$ cat src/rtl/core/psfd_pkg.sv
// Package for the panel status frame decoder.
// Holds the phase and result types, register indexes and shared helpers.
// No dependencies.
package psfd_pkg;

    localparam int PSFD_MAX_CONTROLLERS     = 4;
    localparam int PSFD_PINS_PER_CONTROLLER = 24;

    localparam logic [7:0] HDR_BYTE = 8'h0B;
    localparam logic [4:0] MAX_ADC  = 5'd24;

    localparam int CFG_W     = 20;
    localparam int CFG_IDX_W = 2;

    localparam logic [CFG_IDX_W-1:0] CFG_CONTROLLER_COUNT = 2'd0;
    localparam logic [CFG_IDX_W-1:0] CFG_ADC_COUNTS       = 2'd1;
    localparam logic [CFG_IDX_W-1:0] CFG_PAYLOAD_LENGTH   = 2'd2;

    typedef enum logic [2:0] {
        PH_IDLE,
        PH_HDR2,
        PH_LEN,
        PH_ADC,
        PH_PIN,
        PH_DONE
    } t_phase;

    typedef enum logic [1:0] {
        KIND_ADC    = 2'd0,
        KIND_PIN    = 2'd1,
        KIND_REJECT = 2'd2
    } t_kind;

    typedef struct packed {
        t_kind       kind;
        logic [1:0]  controller;
        logic [4:0]  item_index;
        logic [15:0] adc_value;
        logic [7:0]  pin_bits;
        logic        last;
    } t_result;

    // ADC word count of one section, saturated; sections beyond the fourth have none
    function automatic logic [4:0] adc_count_of(input logic [CFG_W-1:0] counts,
                                                 input logic [3:0] sec);
        logic [4:0] n;
        case (sec)
            4'd0:    n = counts[4:0];
            4'd1:    n = counts[9:5];
            4'd2:    n = counts[14:10];
            4'd3:    n = counts[19:15];
            default: n = 5'd0;
        endcase
        if (n > MAX_ADC) begin
            n = MAX_ADC;
        end
        return n;
    endfunction

endpackage

$ cat src/rtl/core/psfd_outq.sv
// Two-entry result buffer: output register plus skid stage.
// Depends on psfd_pkg for the result struct.
module psfd_outq
    import psfd_pkg::*;
(
    input  logic    i_clk,
    input  logic    i_rst_n,
    input  logic    i_push,
    input  t_result i_data,
    output logic    o_full,
    output logic    o_valid,
    output t_result o_data,
    input  logic    i_stall
);

    logic    r_main_valid, n_main_valid;
    logic    r_skid_valid, n_skid_valid;
    t_result r_main, n_main;
    t_result r_skid, n_skid;
    logic    pop;

    assign pop = r_main_valid && !i_stall;

    always_comb begin
        n_main_valid = r_main_valid;
        n_skid_valid = r_skid_valid;
        n_main       = r_main;
        n_skid       = r_skid;
        if (!r_main_valid || pop) begin
            if (r_skid_valid) begin
                n_main       = r_skid;
                n_main_valid = 1'b1;
                n_skid_valid = 1'b0;
            end else begin
                n_main       = i_data;
                n_main_valid = i_push;
            end
        end else if (i_push) begin
            n_skid       = i_data;
            n_skid_valid = 1'b1;
        end
    end

    always_ff @(posedge i_clk) begin
        if (!i_rst_n) begin
            r_main_valid <= 1'b0;
            r_skid_valid <= 1'b0;
        end else begin
            r_main_valid <= n_main_valid;
            r_skid_valid <= n_skid_valid;
        end
        r_main <= n_main;
        r_skid <= n_skid;
    end

    assign o_full  = r_skid_valid;
    assign o_valid = r_main_valid;
    assign o_data  = r_main;

endmodule

$ cat src/rtl/core/psfd_decode.sv
// Frame decode state machine and configuration registers.
// Depends on psfd_pkg; produces at most one result per accepted byte.
module psfd_decode
    import psfd_pkg::*;
#(
    parameter int MAX_CONTROLLERS     = PSFD_MAX_CONTROLLERS,
    parameter int PINS_PER_CONTROLLER = PSFD_PINS_PER_CONTROLLER
) (
    input  logic                 i_clk,
    input  logic                 i_rst_n,
    input  logic                 i_cfg_we,
    input  logic [CFG_IDX_W-1:0] i_cfg_index,
    input  logic [CFG_W-1:0]     i_cfg_data,
    input  logic                 i_accept,
    input  logic [7:0]           i_rx_byte,
    input  logic                 i_frame_start,
    output logic                 o_push,
    output t_result              o_result
);

    localparam int SEC_W     = (MAX_CONTROLLERS > 1) ? $clog2(MAX_CONTROLLERS) : 1;
    localparam int PIN_BYTES = (PINS_PER_CONTROLLER + 7) / 8;

    logic [2:0]       r_ctl_count;
    logic [CFG_W-1:0] r_adc_counts;
    logic [7:0]       r_pay_len;

    t_phase           r_phase, n_phase;
    logic [SEC_W-1:0] r_sec, n_sec;
    logic [4:0]       r_adc_idx, n_adc_idx;
    logic [1:0]       r_pin_idx, n_pin_idx;
    logic [7:0]       r_high, n_high;
    logic             r_half, n_half;

    logic [3:0]       sections;
    logic [4:0]       cur_cnt;
    logic [4:0]       nxt_cnt;
    logic             is_pin;
    logic [1:0]       pin_use;

    always_ff @(posedge i_clk) begin
        if (!i_rst_n) begin
            r_ctl_count  <= 3'd1;
            r_adc_counts <= '0;
            r_pay_len    <= 8'd3;
        end else if (i_cfg_we) begin
            case (i_cfg_index)
                CFG_CONTROLLER_COUNT: r_ctl_count  <= i_cfg_data[2:0];
                CFG_ADC_COUNTS:       r_adc_counts <= i_cfg_data;
                CFG_PAYLOAD_LENGTH:   r_pay_len    <= i_cfg_data[7:0];
                default: ;
            endcase
        end
    end

    always_comb begin
        sections = 4'(r_ctl_count);
        if (sections == 4'd0) begin
            sections = 4'd1;
        end else if (sections > 4'(MAX_CONTROLLERS)) begin
            sections = 4'(MAX_CONTROLLERS);
        end
    end

    assign cur_cnt = adc_count_of(r_adc_counts, 4'(r_sec));
    assign nxt_cnt = adc_count_of(r_adc_counts, 4'(r_sec) + 4'd1);

    always_comb begin
        n_phase   = r_phase;
        n_sec     = r_sec;
        n_adc_idx = r_adc_idx;
        n_pin_idx = r_pin_idx;
        n_high    = r_high;
        n_half    = r_half;
        o_push    = 1'b0;
        o_result  = '{kind: KIND_ADC, controller: 2'd0, item_index: 5'd0,
                      adc_value: 16'd0, pin_bits: 8'd0, last: 1'b0};
        is_pin    = 1'b0;
        pin_use   = r_pin_idx;

        if (i_accept) begin
            if (i_frame_start) begin
                if (i_rx_byte != HDR_BYTE) begin
                    n_phase         = PH_IDLE;
                    o_push          = 1'b1;
                    o_result.kind   = KIND_REJECT;
                    o_result.last   = 1'b1;
                end else begin
                    n_phase = PH_HDR2;
                end
            end else begin
                case (r_phase)
                    PH_HDR2: begin
                        if (i_rx_byte != HDR_BYTE) begin
                            n_phase       = PH_IDLE;
                            o_push        = 1'b1;
                            o_result.kind = KIND_REJECT;
                            o_result.last = 1'b1;
                        end else begin
                            n_phase = PH_LEN;
                        end
                    end
                    PH_LEN: begin
                        if (i_rx_byte != r_pay_len) begin
                            n_phase       = PH_IDLE;
                            o_push        = 1'b1;
                            o_result.kind = KIND_REJECT;
                            o_result.last = 1'b1;
                        end else begin
                            n_sec     = '0;
                            n_adc_idx = 5'd0;
                            n_pin_idx = 2'd0;
                            n_half    = 1'b0;
                            n_high    = 8'd0;
                            n_phase   = (adc_count_of(r_adc_counts, 4'd0) != 5'd0)
                                        ? PH_ADC : PH_PIN;
                        end
                    end
                    PH_ADC: begin
                        if (r_adc_idx >= cur_cnt) begin
                            // count lowered under us: this byte opens the pin bytes
                            is_pin  = 1'b1;
                            pin_use = 2'd0;
                        end else if (!r_half) begin
                            n_high = i_rx_byte;
                            n_half = 1'b1;
                        end else begin
                            n_half    = 1'b0;
                            n_adc_idx = r_adc_idx + 5'd1;
                            if (r_adc_idx + 5'd1 >= cur_cnt) begin
                                n_phase   = PH_PIN;
                                n_pin_idx = 2'd0;
                            end
                            o_push              = 1'b1;
                            o_result.kind       = KIND_ADC;
                            o_result.controller = 2'(r_sec);
                            o_result.item_index = r_adc_idx;
                            o_result.adc_value  = {r_high, i_rx_byte};
                        end
                    end
                    PH_PIN: begin
                        is_pin = 1'b1;
                    end
                    default: ;
                endcase
            end

            if (is_pin) begin
                n_pin_idx           = pin_use + 2'd1;
                o_push              = 1'b1;
                o_result.kind       = KIND_PIN;
                o_result.controller = 2'(r_sec);
                o_result.item_index = 5'(pin_use);
                o_result.pin_bits   = i_rx_byte;
                n_phase             = PH_PIN;
                if (3'(pin_use) + 3'd1 >= 3'(PIN_BYTES)) begin
                    if (4'(r_sec) + 4'd1 < sections) begin
                        n_sec     = r_sec + 1'b1;
                        n_adc_idx = 5'd0;
                        n_pin_idx = 2'd0;
                        n_half    = 1'b0;
                        n_high    = 8'd0;
                        n_phase   = (nxt_cnt != 5'd0) ? PH_ADC : PH_PIN;
                    end else begin
                        n_phase       = PH_DONE;
                        o_result.last = 1'b1;
                    end
                end
            end
        end
    end

    always_ff @(posedge i_clk) begin
        if (!i_rst_n) begin
            r_phase   <= PH_IDLE;
            r_sec     <= '0;
            r_adc_idx <= 5'd0;
            r_pin_idx <= 2'd0;
            r_high    <= 8'd0;
            r_half    <= 1'b0;
        end else begin
            r_phase   <= n_phase;
            r_sec     <= n_sec;
            r_adc_idx <= n_adc_idx;
            r_pin_idx <= n_pin_idx;
            r_high    <= n_high;
            r_half    <= n_half;
        end
    end

endmodule

$ cat src/rtl/core/panel_status_frame_decoder_top.sv
// Top level of the panel status frame decoder.
// Instantiates psfd_decode and psfd_outq; types from psfd_pkg.
//
//  channel | direction | handshake              | payload
//  --------+-----------+------------------------+------------------------------------
//  in      | input     | i_in_valid / o_in_stall | i_rx_byte, i_frame_start
//  out     | output    | o_out_valid / i_out_stall | o_result_kind .. o_last
//  cfg     | input     | i_cfg_we               | i_cfg_index, i_cfg_data
//
// One byte item per cycle while o_in_stall is low; its result, if any, is
// registered in the output buffer. The rate is set by the single decode step
// between the input port and the two-entry output buffer. o_in_stall rises only
// when both buffer entries hold results. Reset is synchronous and active low.
module panel_status_frame_decoder_top
    import psfd_pkg::*;
#(
    parameter int MAX_CONTROLLERS     = PSFD_MAX_CONTROLLERS,
    parameter int PINS_PER_CONTROLLER = PSFD_PINS_PER_CONTROLLER
) (
    input  logic                 i_clk,
    input  logic                 i_rst_n,
    input  logic                 i_cfg_we,
    input  logic [CFG_IDX_W-1:0] i_cfg_index,
    input  logic [CFG_W-1:0]     i_cfg_data,
    input  logic                 i_in_valid,
    output logic                 o_in_stall,
    input  logic [7:0]           i_rx_byte,
    input  logic                 i_frame_start,
    output logic                 o_out_valid,
    input  logic                 i_out_stall,
    output logic [1:0]           o_result_kind,
    output logic [1:0]           o_controller,
    output logic [4:0]           o_item_index,
    output logic [15:0]          o_adc_value,
    output logic [7:0]           o_pin_bits,
    output logic                 o_last
);

    logic    accept;
    logic    push;
    logic    full;
    t_result result;
    t_result out_data;

    assign accept     = i_in_valid && !full;
    assign o_in_stall = full;

    psfd_decode #(
        .MAX_CONTROLLERS     (MAX_CONTROLLERS),
        .PINS_PER_CONTROLLER (PINS_PER_CONTROLLER)
    ) u_decode (
        .i_clk         (i_clk),
        .i_rst_n       (i_rst_n),
        .i_cfg_we      (i_cfg_we),
        .i_cfg_index   (i_cfg_index),
        .i_cfg_data    (i_cfg_data),
        .i_accept      (accept),
        .i_rx_byte     (i_rx_byte),
        .i_frame_start (i_frame_start),
        .o_push        (push),
        .o_result      (result)
    );

    psfd_outq u_outq (
        .i_clk   (i_clk),
        .i_rst_n (i_rst_n),
        .i_push  (push),
        .i_data  (result),
        .o_full  (full),
        .o_valid (o_out_valid),
        .o_data  (out_data),
        .i_stall (i_out_stall)
    );

    assign o_result_kind = out_data.kind;
    assign o_controller  = out_data.controller;
    assign o_item_index  = out_data.item_index;
    assign o_adc_value   = out_data.adc_value;
    assign o_pin_bits    = out_data.pin_bits;
    assign o_last        = out_data.last;

endmodule
$ cat config.mk
export PLATFORM = sky130hd
export DESIGN_NAME = panel_status_frame_decoder_top
export DESIGN_NICKNAME = d
export VERILOG_FILES = /design/src/rtl/core/psfd_pkg.sv /design/src/rtl/core/psfd_outq.sv /design/src/rtl/core/psfd_decode.sv /design/src/rtl/core/panel_status_frame_decoder_top.sv
export SDC_FILE = /design/constraint.sdc
export NUM_CORES = 1
export LEC_CHECK = 0
export ABC_AREA = 1
export ABC_CLOCK_PERIOD_IN_PS = 4500
export BUFFER_PORTS_ARGS = -buffer_cell sky130_fd_sc_hd__buf_2
export CAP_MARGIN = 40
export CELL_PAD_IN_SITES_DETAIL_PLACEMENT = 1
export CELL_PAD_IN_SITES_GLOBAL_PLACEMENT = 2
export CORE_AREA = 2 2 141 143
export CTS_CLUSTER_SIZE = 24
export DETAILED_ROUTE_END_ITERATION = 8
export DIE_AREA = 0 0 143 145
export PLACE_DENSITY = 0.76
export SYNTH_ARGS = -nofsm -noshare
export SYNTH_HDL_FRONTEND = slang
export SYNTH_SLANG_ARGS = --single-unit
$ cat constraint.sdc
create_clock -name i_clk -period 4.5 [get_ports i_clk]
set_input_delay 0.225 -clock i_clk [delete_from_list [all_inputs] [get_ports i_clk]]
set_output_delay 0.225 -clock i_clk [all_outputs]
set_load 0.01 [all_outputs]
; ---- Word-level counts from Yosys, hierarchy flattened
; Index checks and enable logic that the tools add are counted.
[word_totals]
regBits = 122
in_bits = 36
out_inout_bits = 36
wordCells = 181
[classes]
n_addsub = 5
magnitude_cmp = 8
eq_ne = 22
muxes = 100
bitwise_logic = 2
reduce_logical = 21
[ops]
columns = cell, n
row1 = $mux W5, 18
row2 = $mux W23, 3
row3 = $mux W34, 2
row4 = $mux W8, 7
row5 = $mux W2, 22
row6 = $pmux W5 S4, 2
row7 = $mux W3, 11
row8 = $mux W25, 1
row9 = $mux W1, 22
row10 = $mux W9, 2
row11 = $pmux W8 S2, 1
row12 = $gt A5 B5 Y1 const B, 3
row13 = $reduce_bool A5 Y1, 3
row14 = $ge A5 B5 Y1, 2
row15 = $pmux W5 S2, 1
row16 = $pmux W3 S3, 1
row17 = $eq A4 B2 Y1 const B, 2
row18 = $ne A4 B2 Y1 const B, 2
row19 = $ne A8 B4 Y1 const B, 1
row20 = $ne A8 B8 Y1, 1
row21 = $reduce_and A2 Y1, 4
row22 = $reduce_and A7 Y1, 1
row23 = $add A2 B1 Y3 const B, 2
row24 = $eq A2 B2 Y1 const B, 3
row25 = 29 further kinds, 41

; ---- Depth between registers and ports, before layout
; Gate-level depths: netlist of run 1.
[logic_depth]
ltp_word = 17
mapped_depth = 25
ltp_nobuf = 24

; ---- By module
; From an unflattened synthesis of run 1, not the netlist that was laid out.
[unflattened]
cells_unflattened = 760
area_unflattened_um2 = 6323.6
[modules_own_cells]
columns = mod, instances, cells_per_inst, area_each_um2, seq_area_each_um2
row1 = psfd_decode, 1, 570, 3694.8, 1041.0
row2 = psfd_outq, 1, 188, 2618.8, 2082.0
row3 = panel_status_frame_decoder_top, 1, 2, 10.0, 0.0

; ---- Least setup slack after synthesis of run 1
; Ideal clock, no wire load.
[synth_timing]
path_kind = reg-to-reg
start = reg u_decode.r_sec[0]
end = reg u_outq.r_skid[0] in the netlist's numbering, enable pin
setup_time_ps = 436
t_arrival_ps = 4514
required_ps = 4064
slack_ps = -450
path_stages_with_launch = 19
n_path_buf = 0
synth_period_minus_slack_ps = 4950
path_cell_list = dfxtp_1 inv_1 ha_1 inv_2 nand2_1 o22ai_1 nor2_1 or2_2 ha_1 nand2_1 inv_1 nor3_1 nand2_2 a21oi_2 ha_1 nand2_1 nand2_1 nand4_1 a21oi_1
[synth_via]
elab_chain_cells = 12
elab_cells_between_ends = 18
classes_between = 2 x order compare / 3 x eq/ne / 11 x mux / 2 x reduce/logical
[synth_lines]
columns = item, line
row1 = from (decl), psfd_decode.sv:29  ; logic [SEC_W-1:0] r_sec, n_sec;
row2 = from (signal assigned), psfd_decode.sv:183  ; r_sec <= n_sec;
row3 = "$eq A2 B2 Y1, or another cell as far along", psfd_pkg.sv:47  ; case (sec)
row4 = $pmux W5 S4 *, psfd_pkg.sv:47
row5 = $gt A5 B5 Y1, psfd_pkg.sv:54  ; if (n > MAX_ADC) begin
row6 = $mux W5 *, psfd_pkg.sv:54
row7 = $ge A5 B5 Y1 *, psfd_decode.sv:120  ; if (r_adc_idx >= cur_cnt) begin
row8 = $mux W1, psfd_decode.sv:120
row9 = $pmux W1 S2, psfd_decode.sv:92  ; case (r_phase)
row10 = $mux W1, psfd_decode.sv:82  ; if (i_frame_start) begin
row11 = $mux W1, psfd_decode.sv:81  ; if (i_accept) begin
row12 = $mux W1 *, psfd_decode.sv:148  ; if (is_pin) begin
row13 = $mux W1 *, psfd_decode.sv:81
row14 = $reduce_and A2 Y1 (no source line) *, n/a
row15 = to (signal assigned), psfd_outq.sv:53  ; r_skid <= n_skid;
row16 = to (decl), psfd_outq.sv:19  ; t_result r_skid, n_skid;
; Every way passes the cells marked *; elsewhere a longest branch is shown, timed or not. The select of a mux whose other input is x is not followed.
; A chain may end at the register's enable or synchronous reset.

; ---- Worst setup path after layout of run 1
[layout_timing]
start = reg u_decode.r_sec[1]
end = reg u_outq.r_skid[33] in the netlist's numbering, enable pin
; Same word-level chain as after synthesis.

==> qor.log, run 1 <==
INFO  sta            final_setup_violation_count=0
INFO  critical_path  worstPathRequired=4.61ns
INFO  drt            detailed_route_wl=17000um
INFO  floorplan      std_cell_rows=51
INFO  pwr            netSwitchingPower=836uW
INFO  sta            rsz0062_at_grt=no
INFO  floorplan      die_area=20700squm
INFO  place          globalplace.congestion=0.845
INFO  drt            route.detailed.drc=0
INFO  synth          postSynthCellCount=709
INFO  drt            via_count=5060
INFO  sta            fin_setup_tns=0ns
INFO  place          io_buffers=71
INFO  final_layout   final_layout_size_suffix_gt1_frac=0.182
INFO  sta            fin_crit_sh=0.898
INFO  sta            timing_worst_slew_pin_value=0.787ns
INFO  floorplan      core_area=19200squm
INFO  cts            cts_hold_repair.buffers=0
INFO  final_layout   utilization=0.379
INFO  drt            route.detailed.wl_per_inst=16.1um
INFO  global_route   grt_antenna_before_repair=0
INFO  pwr            leakagePower=0.00321uW
INFO  pwr            sw_frac_of_total=0.283
INFO  final_layout   insertedDiodeCount=0
INFO  drt            drt_first_iter_violations=274
INFO  cts            cts_buffers=17
INFO  critical_path  critPathKind=reg -> reg
INFO  floorplan      starting_utilization_of_the_core_area=0.314
INFO  synth          yosysUniqueCellTypes=44
INFO  cts            cts_root_buf=clkbuf_16
INFO  critical_path  critical_path_arrival=4.16ns
INFO  cts            cts_clock_pin_slew_for_the_worst_setup_and_hold_paths=0.06ns
INFO  synth          async_reset_ff_frac=0
INFO  global_route   grt_usage=0.173
INFO  drt            detail-route-antenna-nets=0
INFO  place          hpwl=12700um
INFO  pwr            sequential_cell_fraction_of_total_power=0.422
INFO  sta            hold_viol_final=0
INFO  synth          synthMostInstantiatedCell=nand2_1
INFO  pwr            power_internal=2120uW
INFO  synth          syn_avg_cell_area=8.51squm
INFO  sta            holdWs=0.0320ns
INFO  sta            post-route-worst-setup-slack=0.458ns
INFO  critical_path  critPathMaxFanout=34
INFO  global_route   grt_pass1_vias=5434
INFO  final_layout   nFillCells=2306
INFO  final_layout   final_net_count=835
INFO  floorplan      io_pins=72
INFO  pwr            power_per_cell_area=406nW/um^2
INFO  cts            max-clock-path-buffers=2
INFO  synth          seq_area_frac_synth=0.517
INFO  critical_path  critPathLaunchType=register
INFO  sta            timing.clock.skew=0.0100ns
INFO  synth          synth_ff_type=edfxtp_1
INFO  drt            detail_route.first_pass.iterations=4
INFO  synth          synth_commonest_cells=154 x nand2_1, 82 x nor2_1, 72 x inv_1
INFO  critical_path  worst_setup_path_end_kind=register
INFO  synth          post-synth-top-area-cell=edfxtp_1
INFO  synth          synth_area_leaders=edfxtp_1 34%, dfxtp_1 18%, nand2_1 9.6%
INFO  cts            tritoncts=built
INFO  place          place_worst_setup_slack=0.375ns
INFO  synth          ys_warn_count=0
INFO  synth          post_synth_edffs=68
INFO  floorplan      die_h=145um
INFO  sta            max_freq=0.247GHz
INFO  sta            timing.max_slew.rel_slack=0.475
INFO  cts            cts_num_sinks=122
INFO  cts            clk_latency=0.42ns
INFO  pwr            totalPowerFinal=2950uW
INFO  worst_hold_path holdCritPathClass=in -> reg
INFO  cts            cts_post_setup_buffers_inserted=0
INFO  synth          synth_seq_cells=122
INFO  drt            route.detailed.vias_per_inst=4.78
INFO  global_route   grt_overflow_total=0
INFO  sta            final_period_minus_worst_setup_slack=4.04ns
INFO  final_layout   synthToLayoutAreaGrowth=20.5%
INFO  pwr            p_comb_frac=0.112
INFO  synth          synthesis.nets=764
INFO  synth          synth_largest_type_area_fraction=0.338
INFO  pwr            irDropWorstVdd=0.256mV
INFO  synth          syn-cell-area=6040squm
INFO  sta            final-max-slew-violation-count=0
INFO  global_route   first_pass_grt_wire_length=28200um
INFO  status         run_status=complete, no violations
INFO  global_route   grt_max_degree=42
INFO  cts            cts.htree.levels=4
INFO  pwr            pwr-share-clk=0.466
INFO  job            drv_cap=0
INFO  floorplan      die_w=143um
[worst max-delay path, cell delays in order, from the launching register on]
cell	delay, ns
dfxtp_1	0.48
inv_1	0.15
ha_1	0.25
inv_2	0.17
nand2_1	0.09
o22ai_1	0.21
nor2_1	0.10
a211o_1	0.32
ha_1	0.30
nand2_1	0.06
a21oi_1	0.12
nor3_1	0.07
nand2_2	0.10
nand2_2	0.07
nand2_4	0.23
nand2_4	0.19
nand2_4	0.17
nand2_4	0.17
a21oi_4	0.22
buf_12	0.23
[state kept, by name (all words and copies together), names as in the netlist, 2 cells and up]
| signal | cells |
|---|---|
| u_decode.r_pin_idx | 2 |
| u_decode.r_high | 8 |
| u_decode.r_sec | 2 |
| u_decode.r_ctl_count | 3 |
| u_decode.r_pay_len | 8 |
| u_outq.r_skid | 34 |
| u_decode.r_adc_counts | 20 |
| u_decode.r_adc_idx | 5 |
| u_outq.o_data | 34 |
| u_decode.r_phase | 3 |
[what timing repair did]
action | CTS | global route
gates resized for setup | 0 | 2
hold endpoints to repair | 0 | 0
endpoints found under the setup margin | 0 | 34
[routing by layer]
metal  vias to the layer above  wire length (um)  global-route usage
met2                        98              8710               0.304
met1                      2436              7470               0.210
met4                         0               250              0.0540
met3                        23               583              0.0389
met5                         -                 0                   0
li1                       2503                 -                   -
[final cells by class]
class,count,area [sq um],share of cell area
Inverter,81,304,0.0418
Clock buffer,17,425,0.0585
Sequential cell,122,3120,0.429
Timing Repair Buffer,76,405,0.0557
Multi-Input combinational cell,482,2510,0.345
Tap cell,265,332,0.0456
Clock inverter,15,174,0.0239
[layout by cell type (no fill, tap or decap), types with 19 or more instances in the layout]
cell type	count
inv_1	72
nand2_1	154
nor2_1	82
edfxtp_1	68
dfxtp_1	54
o21ai_0	66
a21oi_1	37
nand3_1	25
ha_1	19
buf_2	71
[per-stage QoR]
step / std cells / instance area, sq um
finish: 1058 / 7270
CTS: 1058 / 7260
detailed placement: 1026 / 6660
floorplan: 709 / 6040
global route: 1058 / 7270
global placement: 1026 / 6660
[power groups by stage]
stage	Sequential (uW)	Combinational [uW]	Clock, uW
after global routing	1250	372	1460
after global placement	1270	319	0
after detailed placement	1270	331	0
final	1250	330	1380
after CTS	1250	332	1410
after floorplan	1280	206	0
[path summary, 6_finish.rpt]
check / startpoint / cells past startpoint / to / slack (ns)
worst max-delay path: u_decode.r_sec[1] / 19 / u_outq.r_skid[33] / 0.46
worst min-delay path: i_cfg_data[15] / 3 / u_decode.r_adc_counts[15] / 0.03
worst max register to register: u_decode.r_sec[1] / 19 / u_outq.r_skid[33] / 0.46
worst min register to register: u_decode.r_ctl_count[0] / 2 / u_decode.r_ctl_count[0] / 0.47
[cells by family after synthesis]
family,Yosys count,share of synthesized area
fa+ha+maj,19,0.0394
xor+xnor,3,0.00435
simple gates,322,0.243
compound gates,138,0.125
flops,122,0.517
buf+inv,105,0.0707
Note: power is estimated with default switching activity, not from simulation.
==> run 2: changes to the inputs <==
CORE_AREA = 2 2 101 200   (was 2 2 141 143)
DIE_AREA = 0 0 103 202   (was 0 0 143 145)
==> run 2 against run 1 <==
Net effect:
- sequential share of layout area rose by 0.20 points
- via count rose by 1.3%
- final cell count fell by 0.57%
- clock power fell by 4%
- critical endpoint is now u_outq.r_skid[3]
==> qor.log, run 2 (synthesis gave the netlist of run 1 again) <==
INFO  status         run_status=complete, no violations
INFO  critical_path  worstPathRequired=4.61ns [about the same]
INFO  cts            tritoncts=built
INFO  critical_path  rrSetupSlack=0.50ns [+0.04 ns]
INFO  sta            fin_crit_sh=0.890 [-0.00829]
INFO  final_layout   insertedDiodeCount=0 [unchanged]
INFO  pwr            irDropWorstVdd=0.223mV [-13%]
INFO  drt            detail-route-antenna-nets=0 [unchanged]
INFO  cts            clk_latency=0.43ns [about the same]
INFO  place          globalplace.congestion=0.833 [-1.4%]
INFO  sta            rsz0062_at_grt=no
INFO  global_route   grt_antenna_before_repair=0 [unchanged]
INFO  place          place_worst_setup_slack=0.380ns [+0.00504 ns]
INFO  critical_path  r2r.worst_path.cells=19 [unchanged]
INFO  worst_hold_path min_delay_worst_endpoint=u_decode.r_adc_counts[18]
INFO  cts            cts_buffers=17 [unchanged]
INFO  floorplan      die_h=202um [+39%]
INFO  job            drv_cap=0 [unchanged]
INFO  sta            final_period_minus_worst_setup_slack=4.00ns [-0.0373 ns]
INFO  global_route   first_pass_grt_wire_length=28700um [+1.8%]
INFO  final_layout   stdcell_area=7240squm [-0.46%]
INFO  cts            cts_root_buf=clkbuf_16
INFO  drt            detail_route.first_pass.iterations=4 [unchanged]
INFO  global_route   grt_max_degree=42 [unchanged]
INFO  final_layout   most_common_cell_after_layout_fill_and_taps_aside=nand2_1
INFO  final_layout   utilization=0.376 [-0.00315]
INFO  floorplan      io_pins=72 [unchanged]
INFO  cts            max-clock-path-buffers=2 [unchanged]
INFO  final_layout   synthToLayoutAreaGrowth=19.9%
INFO  cts            cts_post_setup_buffers_inserted=0 [unchanged]
INFO  floorplan      std_cell_rows=72 [+41%]
INFO  sta            final_setup_violation_count=0 [unchanged]
INFO  worst_hold_path holdCritPathClass=in -> reg
INFO  drt            route.detailed.drc=0 [unchanged]
INFO  critical_path  worst_r2r_startpoint=u_decode.r_sec[1]
INFO  critical_path  critPathLaunchType=register
INFO  global_route   grt_pass1_vias=5436 [+0.037%]
INFO  floorplan      die_w=103um [-28%]
INFO  drt            route.detailed.vias_per_inst=4.87 [+1.9%]
INFO  sta            hold_viol_final=0 [unchanged]
INFO  final_layout   final_layout_size_suffix_gt1_frac=0.179 [-0.00252]
INFO  critical_path  critPathMaxFanout=34 [unchanged]
INFO  sta            timing.clock.skew=0.0130ns [+0.00298 ns]
INFO  place          numPlacedInstances=1020 [-0.58%]
INFO  drt            route.detailed.wl_per_inst=17.0um [+5.8%]
INFO  place          dpl-instance-area=6650squm [-0.11%]
INFO  final_layout   final_net_count=835 [unchanged]
INFO  global_route   grt_overflow_total=0 [unchanged]
INFO  critical_path  critical_path_arrival=4.12ns [-0.04 ns]
INFO  critical_path  timing.rr.end=u_outq.r_skid[3]
INFO  final_layout   layout_cells_excl_fill=1052 [-0.57%]
INFO  drt            via_count=5128 [+1.3%]
INFO  floorplan      core_area=19300squm [+0.37%]
INFO  sta            fin_setup_tns=0ns [unchanged]
INFO  sta            post-route-worst-setup-slack=0.496ns [+0.0373 ns]
INFO  critical_path  critPathKind=reg -> reg
INFO  worst_hold_path hold_path_depth=3 [unchanged]
INFO  cts            cts.htree.levels=4 [unchanged]
INFO  sta            timing_worst_slew_pin_value=0.835ns [+0.0473 ns]
INFO  final_layout   layout.cells.most_common_list=154 x nand2_1, 82 x nor2_1, 72 x inv_1
INFO  floorplan      die_area=20800squm [+0.34%]
INFO  place          io_buffers=71 [unchanged]
INFO  sta            max_freq=0.250GHz [+0.93%]
INFO  global_route   grt_usage=0.181 [+0.00795]
INFO  drt            detailed_route_wl=17900um [+5.2%]
INFO  pwr            power_per_cell_area=402nW/um^2 [-1.1%]
INFO  place          hpwl=13800um [+8.2%]
INFO  worst_hold_path min_from=i_cfg_data[18]
INFO  critical_path  worst_setup_path_end_kind=register
INFO  cts            cts_num_sinks=122 [unchanged]
INFO  pwr            leakagePower=0.00319uW [-0.75%]
INFO  drt            drt_first_iter_violations=171 [-38%]
INFO  cts            cts_clock_pin_slew_for_the_worst_setup_and_hold_paths=0.06ns [about the same]
INFO  critical_path  crit_start=u_decode.r_sec[1]
INFO  floorplan      starting_utilization_of_the_core_area=0.313 [-0.00116]
INFO  sta            final-max-slew-violation-count=0 [unchanged]
INFO  sta            timing.max_slew.rel_slack=0.443 [-0.0316]
[run 2: cell count changes in the layout (fill, tap and decap cells not counted), sizes merged]
cell | before | now
clkinv | 5 | 4
clkbuf | 17 | 21
inv | 89 | 83
clkinvlp | 1 | 4
[run 2: final cells by class]
class	instances	area, sq um
Sequential cell	122	3120
Timing Repair Buffer	76	405
Tap cell	259	324
Multi-Input combinational cell	482	2510
Fill cell	2338	12000
Inverter	81	304
Clock inverter	11	113
Clock buffer	21	460
[run 2: worst max-delay path by stage]
stage | to | slack (ns) | cells past startpoint
4_1_cts | u_outq.r_skid[3] | 0.36 | 19
6_report | u_outq.r_skid[3] | 0.50 | 19
5_1_grt | u_outq.r_skid[3] | 0.06 | 19
2_1_floorplan | u_outq.r_skid[0] | 0.20 | 18
3_5_place_dp | u_outq.r_skid[4] | 0.38 | 19
3_3_place_gp | u_outq.r_skid[4] | 0.54 | 19
[run 2: what timing repair did]
action,4_1_cts,5_1_grt
resized for setup,0,2
hold buffers,0,0
setup endpoints to repair,0,37
hold endpoints to repair,0,0
[run 2: stage by stage]
step                power (uW)  hold slack [ns]
floorplan                 1490            0.351
global placement          1590            0.445
detailed placement        1610            0.454
CTS                       2930           0.0133
global route              3020           0.0337
finish                    2910           0.0193
[run 2: power by group]
group	total, uW	internal, uW	switching, uW
sequential	1250	1220	25.8
combinational	333	105	228
clock	1330	795	530
total	2910	2120	784
[run 2: critical path: stages, from the launching register on]
cell     delay [ns]
dfxtp_1        0.46
inv_1          0.16
ha_1           0.25
inv_2          0.16
nand2_1        0.10
o22ai_1        0.20
nor2_1         0.10
or2_2          0.30
ha_1           0.30
nand2_1        0.05
a21oi_1        0.11
nor3_1         0.07
nand2_2        0.11
nand2_2        0.08
nand2_4        0.24
nand2_4        0.19
nand2_4        0.18
nand2_4        0.17
a21oi_4        0.21
buf_12         0.23
[run 2: per-layer routing]
layer / global-route usage / share of wire / vias to the layer above
li1: - / - / 2507
met1: 0.180 / 0.36 / 2481
met2: 0.346 / 0.57 / 98
met3: 0.0301 / 0.023 / 42
met4: 0.0898 / 0.043 / 0
met5: 0 / 0 / -
